$ cat config.mk
export PLATFORM = sky130hd
export DESIGN_NAME = jittered_dda_line_rasterizer_unit
export DESIGN_NICKNAME = d
export VERILOG_FILES = /design/src/design/jdda_pkg.sv /design/src/design/jdda_front.sv /design/src/design/jdda_fifo.sv /design/src/design/jdda_back.sv /design/src/design/jittered_dda_line_rasterizer_unit.sv
export SDC_FILE = /design/constraint.sdc
export NUM_CORES = 1
export LEC_CHECK = 0
export BUFFER_PORTS_ARGS = -buffer_cell sky130_fd_sc_hd__buf_4
export CORE_UTILIZATION = 30
export DETAILED_ROUTE_END_ITERATION = 8
export GPL_TIMING_DRIVEN = 0
export PLACE_DENSITY = 0.51
export SLEW_MARGIN = 5
export SYNTH_ARGS = -nofsm -noshare
export SYNTH_HDL_FRONTEND = slang
export SYNTH_HIERARCHICAL = 1
export SYNTH_SLANG_ARGS = --single-unit
$ cat constraint.sdc
create_clock -name clk -period 16 [get_ports clk]
set_input_delay 3.2 -clock clk [delete_from_list [all_inputs] [get_ports clk]]
set_output_delay 3.2 -clock clk [all_outputs]
set_load 0.05 [all_outputs]
$ cat src/design/jdda_pkg.sv
// jdda_pkg: shared constants, types and the jitter hash fold for the jittered DDA line rasterizer.
// No dependencies; every design file imports it.
package jdda_pkg;

  localparam int X_BITS_DEF = 7;
  localparam int Y_BITS_DEF = 6;

  // Only the low bits of the multiplicative hash matter: bits 1:0 and 17:16, which the fold combines.
  localparam int HASH_BITS = 18;
  localparam int HASH_FOLD = 16;
  localparam logic [31:0] HASH_K = 32'd2654435761;
  localparam logic [HASH_BITS-1:0] HASH_K_LO = HASH_K[HASH_BITS-1:0];
  localparam logic [HASH_BITS-1:0] HASH_STEP2 = {HASH_K_LO[HASH_BITS-2:0], 1'b0};
  localparam logic [HASH_BITS-1:0] SEED_MUL_X = HASH_BITS'(7);
  localparam logic [HASH_BITS-1:0] SEED_MUL_Y = HASH_BITS'(13);

  localparam int QUEUE_DEPTH = 2;

  localparam int OUT_X_BITS  = 9;
  localparam int OUT_Y_BITS  = 8;
  localparam int VIEW_W_BITS = 8;
  localparam int VIEW_H_BITS = 7;
  localparam logic [VIEW_W_BITS-1:0] VIEW_W_RST = 8'd128;
  localparam logic [VIEW_H_BITS-1:0] VIEW_H_RST = 7'd48;

  localparam int CFG_IDX_W  = 2;
  localparam int CFG_DATA_W = 8;

  typedef enum logic [CFG_IDX_W-1:0] {
    CFG_VIEW_WIDTH  = 2'd0,
    CFG_VIEW_HEIGHT = 2'd1
  } cfg_idx_t;

  typedef struct packed {
    logic [VIEW_W_BITS-1:0] width;
    logic [VIEW_H_BITS-1:0] height;
  } view_cfg_t;

  typedef struct packed {
    logic x_neg;
    logic y_neg;
    logic x_major;
  } line_flags_t;

  // Width of one queued line: x0, y0, |dx|, |dy|, steps, flags, hash seed.
  function automatic int entry_bits(input int xb, input int yb);
    int sw;
    sw = (xb > yb) ? xb : yb;
    return xb + yb + 3 * sw + $bits(line_flags_t) + HASH_BITS;
  endfunction

  // Fold the hash by 16 bits and map the low two bits to -1, 0, +1 (3 clamps to +1).
  function automatic logic signed [1:0] jitter_of(input logic [HASH_BITS-1:0] h);
    logic [1:0] f;
    logic signed [1:0] v;
    f = h[1:0] ^ h[HASH_FOLD+1:HASH_FOLD];
    case (f)
      2'd0:    v = -2'sd1;
      2'd1:    v = 2'sd0;
      default: v = 2'sd1;
    endcase
    return v;
  endfunction

endpackage

$ cat src/design/jdda_front.sv
// jdda_front: accepts a line, computes deltas, step count, major axis and hash seed.
// Drops zero-length lines. Depends on jdda_pkg.
module jdda_front #(
  parameter int X_BITS = jdda_pkg::X_BITS_DEF,
  parameter int Y_BITS = jdda_pkg::Y_BITS_DEF,
  parameter int EW     = jdda_pkg::entry_bits(jdda_pkg::X_BITS_DEF, jdda_pkg::Y_BITS_DEF)
) (
  input  logic              clk,
  input  logic              rst_n,
  input  logic              in_valid,
  output logic              in_stall,
  input  logic [X_BITS-1:0] in_start_x,
  input  logic [Y_BITS-1:0] in_start_y,
  input  logic [X_BITS-1:0] in_end_x,
  input  logic [Y_BITS-1:0] in_end_y,
  output logic              push_valid,
  input  logic              push_full,
  output logic [EW-1:0]     push_data
);
  import jdda_pkg::*;

  localparam int SW = (X_BITS > Y_BITS) ? X_BITS : Y_BITS;

  logic                     v_r;
  logic [X_BITS-1:0]        x0_r;
  logic [Y_BITS-1:0]        y0_r;
  logic signed [X_BITS:0]   dx_r, dx_nxt;
  logic signed [Y_BITS:0]   dy_r, dy_nxt;
  logic [HASH_BITS-1:0]     seed_r, seed_nxt;

  logic signed [X_BITS:0]   ndx;
  logic signed [Y_BITS:0]   ndy;
  logic [X_BITS-1:0]        adx;
  logic [Y_BITS-1:0]        ady;
  logic [SW-1:0]            adx_w, ady_w, steps;
  line_flags_t              flags;
  logic [HASH_BITS-1:0]     hseed;
  logic                     zero_len, advance;

  assign dx_nxt   = $signed({1'b0, in_end_x}) - $signed({1'b0, in_start_x});
  assign dy_nxt   = $signed({1'b0, in_end_y}) - $signed({1'b0, in_start_y});
  assign seed_nxt = HASH_BITS'(in_start_x) * SEED_MUL_X + HASH_BITS'(in_start_y) * SEED_MUL_Y;

  assign ndx = -dx_r;
  assign ndy = -dy_r;
  assign adx = dx_r[X_BITS] ? ndx[X_BITS-1:0] : dx_r[X_BITS-1:0];
  assign ady = dy_r[Y_BITS] ? ndy[Y_BITS-1:0] : dy_r[Y_BITS-1:0];
  assign adx_w = SW'(adx);
  assign ady_w = SW'(ady);
  assign steps = (adx_w > ady_w) ? adx_w : ady_w;

  assign flags.x_neg   = dx_r[X_BITS];
  assign flags.y_neg   = dy_r[Y_BITS];
  assign flags.x_major = adx_w > ady_w;

  // Hash of (seed + i) at i = 0; the walker adds multiples of the key from here.
  assign hseed = seed_r * HASH_K_LO;

  assign zero_len   = (steps == '0);
  assign push_valid = v_r && !zero_len;
  assign advance    = !v_r || zero_len || !push_full;
  assign in_stall   = !advance;
  assign push_data  = {x0_r, y0_r, adx_w, ady_w, steps, flags, hseed};

  always_ff @(posedge clk) begin
    if (!rst_n) begin
      v_r <= 1'b0;
    end else if (advance) begin
      v_r <= in_valid;
    end
  end

  always_ff @(posedge clk) begin
    if (advance && in_valid) begin
      x0_r   <= in_start_x;
      y0_r   <= in_start_y;
      dx_r   <= dx_nxt;
      dy_r   <= dy_nxt;
      seed_r <= seed_nxt;
    end
  end

endmodule

$ cat src/design/jdda_fifo.sv
// jdda_fifo: short queue of classified lines between front and walker.
// Depends on jdda_pkg for its depth.
module jdda_fifo #(
  parameter int W = 1
) (
  input  logic         clk,
  input  logic         rst_n,
  input  logic         push_valid,
  output logic         push_full,
  input  logic [W-1:0] push_data,
  output logic         pop_valid,
  input  logic         pop_ready,
  output logic [W-1:0] pop_data
);
  import jdda_pkg::*;

  localparam int DEPTH = QUEUE_DEPTH;
  localparam int PW    = $clog2(DEPTH);
  localparam int CNTW  = $clog2(DEPTH + 1);

  logic [W-1:0]    slot_r [DEPTH];
  logic [PW-1:0]   wr_r, rd_r;
  logic [CNTW-1:0] count_r;
  logic            push, pop;

  assign push_full = (count_r == CNTW'(DEPTH));
  assign pop_valid = (count_r != '0);
  assign push      = push_valid && !push_full;
  assign pop       = pop_ready && pop_valid;
  assign pop_data  = slot_r[rd_r];

  always_ff @(posedge clk) begin
    if (!rst_n) begin
      wr_r    <= '0;
      rd_r    <= '0;
      count_r <= '0;
    end else begin
      if (push) wr_r <= (wr_r == PW'(DEPTH - 1)) ? '0 : wr_r + PW'(1);
      if (pop)  rd_r <= (rd_r == PW'(DEPTH - 1)) ? '0 : rd_r + PW'(1);
      if (push && !pop) count_r <= count_r + CNTW'(1);
      else if (pop && !push) count_r <= count_r - CNTW'(1);
    end
  end

  always_ff @(posedge clk) begin
    if (push) slot_r[wr_r] <= push_data;
  end

  a_count_bound: assert property (@(posedge clk) disable iff (!rst_n)
    count_r <= CNTW'(DEPTH)) else $error("queue count beyond depth");

  a_count_up: assert property (@(posedge clk) disable iff (!rst_n)
    (push && !pop) |=> (count_r == $past(count_r) + CNTW'(1)))
    else $error("queue count missed a push");

  a_count_down: assert property (@(posedge clk) disable iff (!rst_n)
    (pop && !push) |=> (count_r == $past(count_r) - CNTW'(1)))
    else $error("queue count missed a pop");

endmodule

$ cat src/design/jdda_back.sv
// jdda_back: walks one queued line, two dots per beat, with incremental quotients and hash.
// Depends on jdda_pkg.
module jdda_back #(
  parameter int X_BITS = jdda_pkg::X_BITS_DEF,
  parameter int Y_BITS = jdda_pkg::Y_BITS_DEF,
  parameter int EW     = jdda_pkg::entry_bits(jdda_pkg::X_BITS_DEF, jdda_pkg::Y_BITS_DEF)
) (
  input  logic                                   clk,
  input  logic                                   rst_n,
  input  jdda_pkg::view_cfg_t                    view_cfg,
  input  logic                                   q_valid,
  output logic                                   q_pop,
  input  logic [EW-1:0]                          q_data,
  output logic                                   out_valid,
  input  logic                                   out_stall,
  output logic signed [jdda_pkg::OUT_X_BITS-1:0] out_first_dot_x,
  output logic signed [jdda_pkg::OUT_Y_BITS-1:0] out_first_dot_y,
  output logic                                   out_first_dot_draw,
  output logic signed [jdda_pkg::OUT_X_BITS-1:0] out_second_dot_x,
  output logic signed [jdda_pkg::OUT_Y_BITS-1:0] out_second_dot_y,
  output logic                                   out_second_dot_draw,
  output logic                                   out_last_pair
);
  import jdda_pkg::*;

  localparam int SW = (X_BITS > Y_BITS) ? X_BITS : Y_BITS;
  localparam int IW = SW + 1;
  localparam int QW = SW + 1;
  localparam int RW = SW + 1;
  localparam int CW = ((SW > 8) ? SW : 8) + 2;

  typedef enum logic [1:0] {
    ST_IDLE = 2'b01,
    ST_WALK = 2'b10
  } walk_st_t;

  typedef struct packed {
    logic [QW-1:0] q;
    logic [RW-1:0] r;
  } acc_t;

  // One DDA step: quotient and remainder of d*i/s moved to i+1 (d <= s).
  function automatic acc_t dda_step(input acc_t a, input logic [SW-1:0] d,
                                    input logic [SW-1:0] s);
    acc_t n;
    logic [RW-1:0] sum;
    sum = a.r + RW'(d);
    if (sum >= RW'(s)) begin
      n.q = a.q + QW'(1);
      n.r = sum - RW'(s);
    end else begin
      n.q = a.q;
      n.r = sum;
    end
    return n;
  endfunction

  function automatic logic signed [CW-1:0] place(input logic [CW-1:0] base,
                                                 input logic [QW-1:0] q, input logic neg,
                                                 input logic signed [1:0] j);
    logic signed [CW-1:0] off;
    logic signed [CW-1:0] jw;
    off = $signed(CW'(q));
    if (neg) off = -off;
    jw = {{(CW-2){j[1]}}, j};
    return $signed(base) + off + jw;
  endfunction

  function automatic logic in_view(input logic signed [CW-1:0] c, input logic [CW-1:0] lim);
    return !c[CW-1] && ($unsigned(c) < lim);
  endfunction

  walk_st_t             st_r;
  logic [X_BITS-1:0]    x0_r, e_x0;
  logic [Y_BITS-1:0]    y0_r, e_y0;
  logic [SW-1:0]        adx_r, ady_r, steps_r, e_adx, e_ady, e_steps;
  line_flags_t          flags_r, e_flags;
  logic [HASH_BITS-1:0] h_r, e_hseed;
  logic [IW-1:0]        i_r, i_p1;
  acc_t                 ax_r, ay_r, ax1, ay1, ax2, ay2;

  logic                 out_valid_r;
  logic signed [OUT_X_BITS-1:0] fx_r, sx_r;
  logic signed [OUT_Y_BITS-1:0] fy_r, sy_r;
  logic                 fd_r, sd_r, last_r;

  logic                 out_free, emit, last, sec;
  logic signed [1:0]    jit, jx0, jy0;
  logic signed [CW-1:0] xa, ya, xb, yb;

  assign {e_x0, e_y0, e_adx, e_ady, e_steps, e_flags, e_hseed} = q_data;

  assign q_pop    = (st_r == ST_IDLE) && q_valid;
  assign out_free = !out_valid_r || !out_stall;
  assign emit     = (st_r == ST_WALK) && out_free;

  assign ax1 = dda_step(ax_r, adx_r, steps_r);
  assign ay1 = dda_step(ay_r, ady_r, steps_r);
  assign ax2 = dda_step(ax1, adx_r, steps_r);
  assign ay2 = dda_step(ay1, ady_r, steps_r);

  // Jitter lands on every fourth dot, always the first of a pair.
  assign jit = (i_r[1:0] == 2'b00) ? jitter_of(h_r) : 2'sd0;
  assign jx0 = flags_r.x_major ? 2'sd0 : jit;
  assign jy0 = flags_r.x_major ? jit : 2'sd0;

  assign xa = place(CW'(x0_r), ax_r.q, flags_r.x_neg, jx0);
  assign ya = place(CW'(y0_r), ay_r.q, flags_r.y_neg, jy0);
  assign xb = place(CW'(x0_r), ax1.q, flags_r.x_neg, 2'sd0);
  assign yb = place(CW'(y0_r), ay1.q, flags_r.y_neg, 2'sd0);

  assign i_p1 = i_r + IW'(1);
  assign last = (i_p1 >= IW'(steps_r));
  assign sec  = (i_p1 <= IW'(steps_r));

  always_ff @(posedge clk) begin
    if (!rst_n) begin
      st_r        <= ST_IDLE;
      out_valid_r <= 1'b0;
    end else begin
      if (out_free) out_valid_r <= emit;
      unique case (st_r)
        ST_IDLE: if (q_valid) st_r <= ST_WALK;
        ST_WALK: if (emit && last) st_r <= ST_IDLE;
        default: st_r <= ST_IDLE;
      endcase
    end
  end

  always_ff @(posedge clk) begin
    if (q_pop) begin
      x0_r    <= e_x0;
      y0_r    <= e_y0;
      adx_r   <= e_adx;
      ady_r   <= e_ady;
      steps_r <= e_steps;
      flags_r <= e_flags;
      h_r     <= e_hseed;
      i_r     <= '0;
      ax_r    <= '0;
      ay_r    <= '0;
    end else if (emit) begin
      i_r  <= i_r + IW'(2);
      h_r  <= h_r + HASH_STEP2;
      ax_r <= ax2;
      ay_r <= ay2;
    end
    if (emit) begin
      fx_r   <= xa[OUT_X_BITS-1:0];
      fy_r   <= ya[OUT_Y_BITS-1:0];
      fd_r   <= in_view(xa, CW'(view_cfg.width)) && in_view(ya, CW'(view_cfg.height));
      sx_r   <= sec ? xb[OUT_X_BITS-1:0] : '0;
      sy_r   <= sec ? yb[OUT_Y_BITS-1:0] : '0;
      sd_r   <= sec && in_view(xb, CW'(view_cfg.width)) && in_view(yb, CW'(view_cfg.height));
      last_r <= last;
    end
  end

  assign out_valid           = out_valid_r;
  assign out_first_dot_x     = fx_r;
  assign out_first_dot_y     = fy_r;
  assign out_first_dot_draw  = fd_r;
  assign out_second_dot_x    = sx_r;
  assign out_second_dot_y    = sy_r;
  assign out_second_dot_draw = sd_r;
  assign out_last_pair       = last_r;

  a_idx_in_line: assert property (@(posedge clk) disable iff (!rst_n)
    (st_r == ST_WALK) |-> (i_r <= IW'(steps_r)))
    else $error("walker index ran past the line end");

  a_load_walk: assert property (@(posedge clk) disable iff (!rst_n)
    q_pop |=> (st_r == ST_WALK) && (i_r == '0))
    else $error("line load did not start a walk at dot zero");

  a_last_idle: assert property (@(posedge clk) disable iff (!rst_n)
    (emit && last) |=> (st_r == ST_IDLE) && out_valid_r && out_last_pair)
    else $error("final pair did not end the walk");

endmodule

$ cat src/design/jittered_dda_line_rasterizer_unit.sv
// jittered_dda_line_rasterizer_unit: top level; view registers, front, line queue and walker.
// Depends on jdda_pkg, jdda_front, jdda_fifo, jdda_back.
//
//   port group  direction  beat carries
//   in_*        in         one line: start_x, start_y, end_x, end_y
//   out_*       out        one pair of dots: x, y, draw for each, and last_pair
//   cfg_*       in         one register write: index and data, no read-back
//
// A line of n steps yields ceil((n+1)/2) beats, one per clock while the output is not
// stalled, with a load state (ST_IDLE) in the walker between lines; the walker's two chained
// DDA steps per cycle set this rate.
// The front register and the two-entry line queue let new lines enter while a walk runs.
// Reset (synchronous, rst_n low) empties the front and queue, idles the walker and sets the
// view to 128 x 48. Stalls: out_stall holds the output beat; the walker then waits, the queue
// fills and in_stall rises. Zero-length lines are dropped in the front and give no beat.
module jittered_dda_line_rasterizer_unit #(
  parameter int X_BITS = jdda_pkg::X_BITS_DEF,
  parameter int Y_BITS = jdda_pkg::Y_BITS_DEF
) (
  input  logic                                   clk,
  input  logic                                   rst_n,
  input  logic                                   in_valid,
  output logic                                   in_stall,
  input  logic [X_BITS-1:0]                      in_start_x,
  input  logic [Y_BITS-1:0]                      in_start_y,
  input  logic [X_BITS-1:0]                      in_end_x,
  input  logic [Y_BITS-1:0]                      in_end_y,
  output logic                                   out_valid,
  input  logic                                   out_stall,
  output logic signed [jdda_pkg::OUT_X_BITS-1:0] out_first_dot_x,
  output logic signed [jdda_pkg::OUT_Y_BITS-1:0] out_first_dot_y,
  output logic                                   out_first_dot_draw,
  output logic signed [jdda_pkg::OUT_X_BITS-1:0] out_second_dot_x,
  output logic signed [jdda_pkg::OUT_Y_BITS-1:0] out_second_dot_y,
  output logic                                   out_second_dot_draw,
  output logic                                   out_last_pair,
  input  logic                                   cfg_we,
  input  logic [jdda_pkg::CFG_IDX_W-1:0]         cfg_index,
  input  logic [jdda_pkg::CFG_DATA_W-1:0]        cfg_data
);
  import jdda_pkg::*;

  localparam int EW = entry_bits(X_BITS, Y_BITS);

  view_cfg_t     view_r;
  logic          push_valid, push_full, pop_valid, pop_ready;
  logic [EW-1:0] push_data, pop_data;

  // View registers; writes to unknown indexes are dropped.
  always_ff @(posedge clk) begin
    if (!rst_n) begin
      view_r.width  <= VIEW_W_RST;
      view_r.height <= VIEW_H_RST;
    end else if (cfg_we) begin
      unique case (cfg_index)
        CFG_VIEW_WIDTH:  view_r.width  <= cfg_data[VIEW_W_BITS-1:0];
        CFG_VIEW_HEIGHT: view_r.height <= cfg_data[VIEW_H_BITS-1:0];
        default: ;
      endcase
    end
  end

  // Classify the line: deltas, step count, major axis, hash seed.
  jdda_front #(
    .X_BITS (X_BITS),
    .Y_BITS (Y_BITS),
    .EW     (EW)
  ) u_front (
    .clk        (clk),
    .rst_n      (rst_n),
    .in_valid   (in_valid),
    .in_stall   (in_stall),
    .in_start_x (in_start_x),
    .in_start_y (in_start_y),
    .in_end_x   (in_end_x),
    .in_end_y   (in_end_y),
    .push_valid (push_valid),
    .push_full  (push_full),
    .push_data  (push_data)
  );

  // Hold classified lines so front and walker stall independently.
  jdda_fifo #(
    .W (EW)
  ) u_fifo (
    .clk        (clk),
    .rst_n      (rst_n),
    .push_valid (push_valid),
    .push_full  (push_full),
    .push_data  (push_data),
    .pop_valid  (pop_valid),
    .pop_ready  (pop_ready),
    .pop_data   (pop_data)
  );

  // Walk the line and emit dot pairs through the output register.
  jdda_back #(
    .X_BITS (X_BITS),
    .Y_BITS (Y_BITS),
    .EW     (EW)
  ) u_back (
    .clk                 (clk),
    .rst_n               (rst_n),
    .view_cfg            (view_r),
    .q_valid             (pop_valid),
    .q_pop               (pop_ready),
    .q_data              (pop_data),
    .out_valid           (out_valid),
    .out_stall           (out_stall),
    .out_first_dot_x     (out_first_dot_x),
    .out_first_dot_y     (out_first_dot_y),
    .out_first_dot_draw  (out_first_dot_draw),
    .out_second_dot_x    (out_second_dot_x),
    .out_second_dot_y    (out_second_dot_y),
    .out_second_dot_draw (out_second_dot_draw),
    .out_last_pair       (out_last_pair)
  );

endmodule

==> flow_summary.ini <==
[outcome]
run_status = complete, no violations

[hold_path]
worstHoldPathType = flop to flop

[sta]
worst_pin_slew_ps = 1150
setup_viol = 0
finalHoldViolations = 0
setup_repair_after_global_routing_missed_its_margin = false
fin_setup_tns_ps = 0
timing.fmax_ghz = 0.133
fin_crit_ps = 7510
final.setup_skew_ps = 32.8
timing.slew.headroom_pct = 23.2
final_max_slew_viol_count = 0
period_share_pct = 46.9

[placed_design]
io_buffer_count = 79
place_congestion = 0.851
dp_hpwl_um = 39500

[synth]
syn_nets = 2367
synth_ff_type = sky130_fd_sc_hd__edfxtp_1
synthesis.instances = 1999
sequential_share_of_the_synthesized_area_pct = 39.2
post_synth_instance_area_um2 = 21700
edff_count_synth = 241
synth.lib_cells_used.distinct = 95
synth.avg_cell_area_um2 = 10.8
synth_seq_cells = 304
yosys_warnings = 6
ys_async_sr_fraction_pct = 0

[worst_setup_path]
worstSetupPathType = flop to flop
cp-end-kind = flop
start_point_of_the_critical_path = u_back/ady_r[3]$_DFFE_PP_
max_stage_delay_ps = 490
crit_path_max_fanout = 10
slowest_stage = sky130_fd_sc_hd__buf_1
crit-reg2reg-capture = u_back/out_second_dot_draw$_DFFE_PP_
worst_setup_path_start_kind = flop
worst_path_most_repeated_cell = sky130_fd_sc_hd__ha_1
rr_worst_depth = 31
r2r_start = u_back/ady_r[3]$_DFFE_PP_
critPathArrivalTime_ps = 7870
cp-endpoint = u_back/out_second_dot_draw$_DFFE_PP_
worst-endpoint-required_ps = 16360
timing.reg2reg.setup_slack_ps = 8490

[grt]
gr-total-overflow = 0
grt_max_degree = 56
grt_pass1_wl_um = 80700
grt_antenna_before_repair = 0
grt_usage_pct = 13.8
via_count_of_the_first_global_routing_pass = 14890

[floorplan]
dieArea_um2 = 73300
core_region_area_um2 = 71500
die-height_um = 271
die_w_um = 271
top_level_ports = 80
initial_utilization_pct = 30.3
floorplan.rows = 98

[run]
maxCapViolations = 0

[clocking]
total_setup_buffers_inserted_after_cts = 0
ctsLongestPathBuffers = 3
cts.htree.levels = 2
worstSkewPairLatency_ps = 570
tritoncts.num_buffers = 37
cts.root.buffer_cell = sky130_fd_sc_hd__clkbuf_16
path_clk_slew_ps = 50
clock_sinks = 304
tritoncts_clock_tree = built
cts-hold-fix-buffers = 0
post_cts_resize_count = 0

[routing]
drc = 0
detail-route-antenna-nets = 0
post_drt_via_cell_ratio = 4.70
routed_wirelength_um = 50300
vias_after_detailed_routing = 14569
first_iter_violations = 849
drt_pre_antenna_iters = 7
wire_per_inst_um = 16.2

[finish]
antennaDiodeCount = 0
drive_above_1_share_pct = 12.5
nFillCells = 7147
layout_common_cells = sky130_fd_sc_hd__ha_1, sky130_fd_sc_hd__edfxtp_1, sky130_fd_sc_hd__inv_1, sky130_fd_sc_hd__xnor2_1, sky130_fd_sc_hd__nand2_1
layout_commonest_cell = sky130_fd_sc_hd__ha_1
finish.net_count = 2492
synthToLayoutAreaGrowth_pct = 14.6
[Yosys cell counts, types with 30 or more instances]
master	number	area share, %
sky130_fd_sc_hd__nor2_1	106	1.8
sky130_fd_sc_hd__clkbuf_1	31	0.54
sky130_fd_sc_hd__xnor2_1	127	5.1
sky130_fd_sc_hd__fa_1	79	7.3
sky130_fd_sc_hd__nand2b_1	30	0.87
sky130_fd_sc_hd__mux2_2	60	3.1
sky130_fd_sc_hd__xor2_1	60	2.4
sky130_fd_sc_hd__nor2b_1	36	1.0
sky130_fd_sc_hd__nand2_1	117	2.0
sky130_fd_sc_hd__a21oi_1	99	2.3
sky130_fd_sc_hd__a21o_1	38	1.3
sky130_fd_sc_hd__ha_1	248	14
sky130_fd_sc_hd__dfxtp_1	63	5.8
sky130_fd_sc_hd__inv_1	227	3.9
sky130_fd_sc_hd__o21ai_0	80	1.8
sky130_fd_sc_hd__edfxtp_1	241	33
[per-layer routing]
metal  part of all wire, %  track usage [%]
met3                   4.0             2.21
met5                     0                0
met2                    46             22.8
met1                    48             18.7
met4                   1.8             3.48
[logic make-up after synthesis]
family | count (synthesis) | share of synthesized area [%]
compound gates | 372 | 11.5
xor+xnor | 188 | 7.63
fa+ha+maj | 327 | 21.6
buf+inv | 291 | 5.59
flops | 304 | 39.2
mux | 88 | 4.46
other cells | 1 | 0.0173
simple gates | 428 | 9.97
[worst max-delay path, delay by kind of cell (launching register included)]
| family | cells | cell delay [ps] |
|---|---|---|
| compound gates | 14 | 2900 |
| fa+ha+maj | 5 | 1540 |
| flops | 1 | 470 |
| xor+xnor | 5 | 1060 |
| simple gates | 3 | 360 |
| buf+inv | 4 | 960 |
[worst min path at each step]
stage                                           endpoint  slack [ps]  cells after the start                       from
after global routing      u_fifo/slot_r[1][50]$_DFFE_PP_         460                      0  u_front/x0_r[2]$_DFFE_PP_
after floorplan           u_fifo/slot_r[0][42]$_DFFE_PP_         420                      0  u_front/y0_r[0]$_DFFE_PP_
after CTS                 u_fifo/slot_r[0][49]$_DFFE_PP_         450                      0  u_front/x0_r[1]$_DFFE_PP_
after global placement    u_fifo/slot_r[0][49]$_DFFE_PP_         430                      0  u_front/x0_r[1]$_DFFE_PP_
final                     u_fifo/slot_r[1][45]$_DFFE_PP_         450                      0  u_front/y0_r[3]$_DFFE_PP_
after detailed placement  u_fifo/slot_r[0][49]$_DFFE_PP_         430                      0  u_front/x0_r[1]$_DFFE_PP_
[state kept, by name, indices dropped and copies added, names as in the netlist, 2 cells and up, named ones only]
signal and cells:
u_back/ay_r 16, u_back/out_first_dot_x 9, u_back/x0_r 7, u_back/adx_r 7, view_r 15, u_front/dx_r 8, u_back/flags_r 3, u_back/i_r 7
u_front/dy_r 7, u_back/ax_r 16, u_back/out_second_dot_y 8, u_back/h_r 18, u_back/st_r 2, u_back/y0_r 6, u_front/x0_r 7, u_back/out_second_dot_x 9
u_back/ady_r 7, u_back/steps_r 7, u_front/seed_r 11, u_fifo/count_r 2, u_back/out_first_dot_y 8, u_front/y0_r 6, u_fifo/slot_r 110
[per-stage QoR]
| step | cells | setup WS [ps] | hold WS [ps] | utilization (%) | instance area [µm²] |
|---|---|---|---|---|---|
| finish | 3103 | 8490 | 446 | 34.7 | 24800 |
| global placement | 3028 | 8640 | 428 | 32.8 | 23500 |
| global route | 3103 | 7890 | 457 | 34.7 | 24800 |
| CTS | 3103 | 8480 | 448 | 34.7 | 24800 |
| detailed placement | 3035 | 8510 | 434 | 33.0 | 23600 |
| floorplan | 1999 | 9010 | 421 | - | 21700 |
[final cells by class]
cell class / instances / area (µm²) / share of cell area [%]
plain buffers: 63 / 358 / 1.44
clock buffers: 47 / 983 / 3.96
clock inverters: 21 / 243 / 0.977
inverters: 228 / 856 / 3.45
multi-input cells: 1404 / 12000 / 48.3
flip-flops and latches: 304 / 8500 / 34.2
well taps: 950 / 1190 / 4.79
repair buffers: 86 / 713 / 2.87
Power is left out: the tool's default activity adds up to more than one toggle a clock period on the data nets, which glitch-free logic cannot reach.
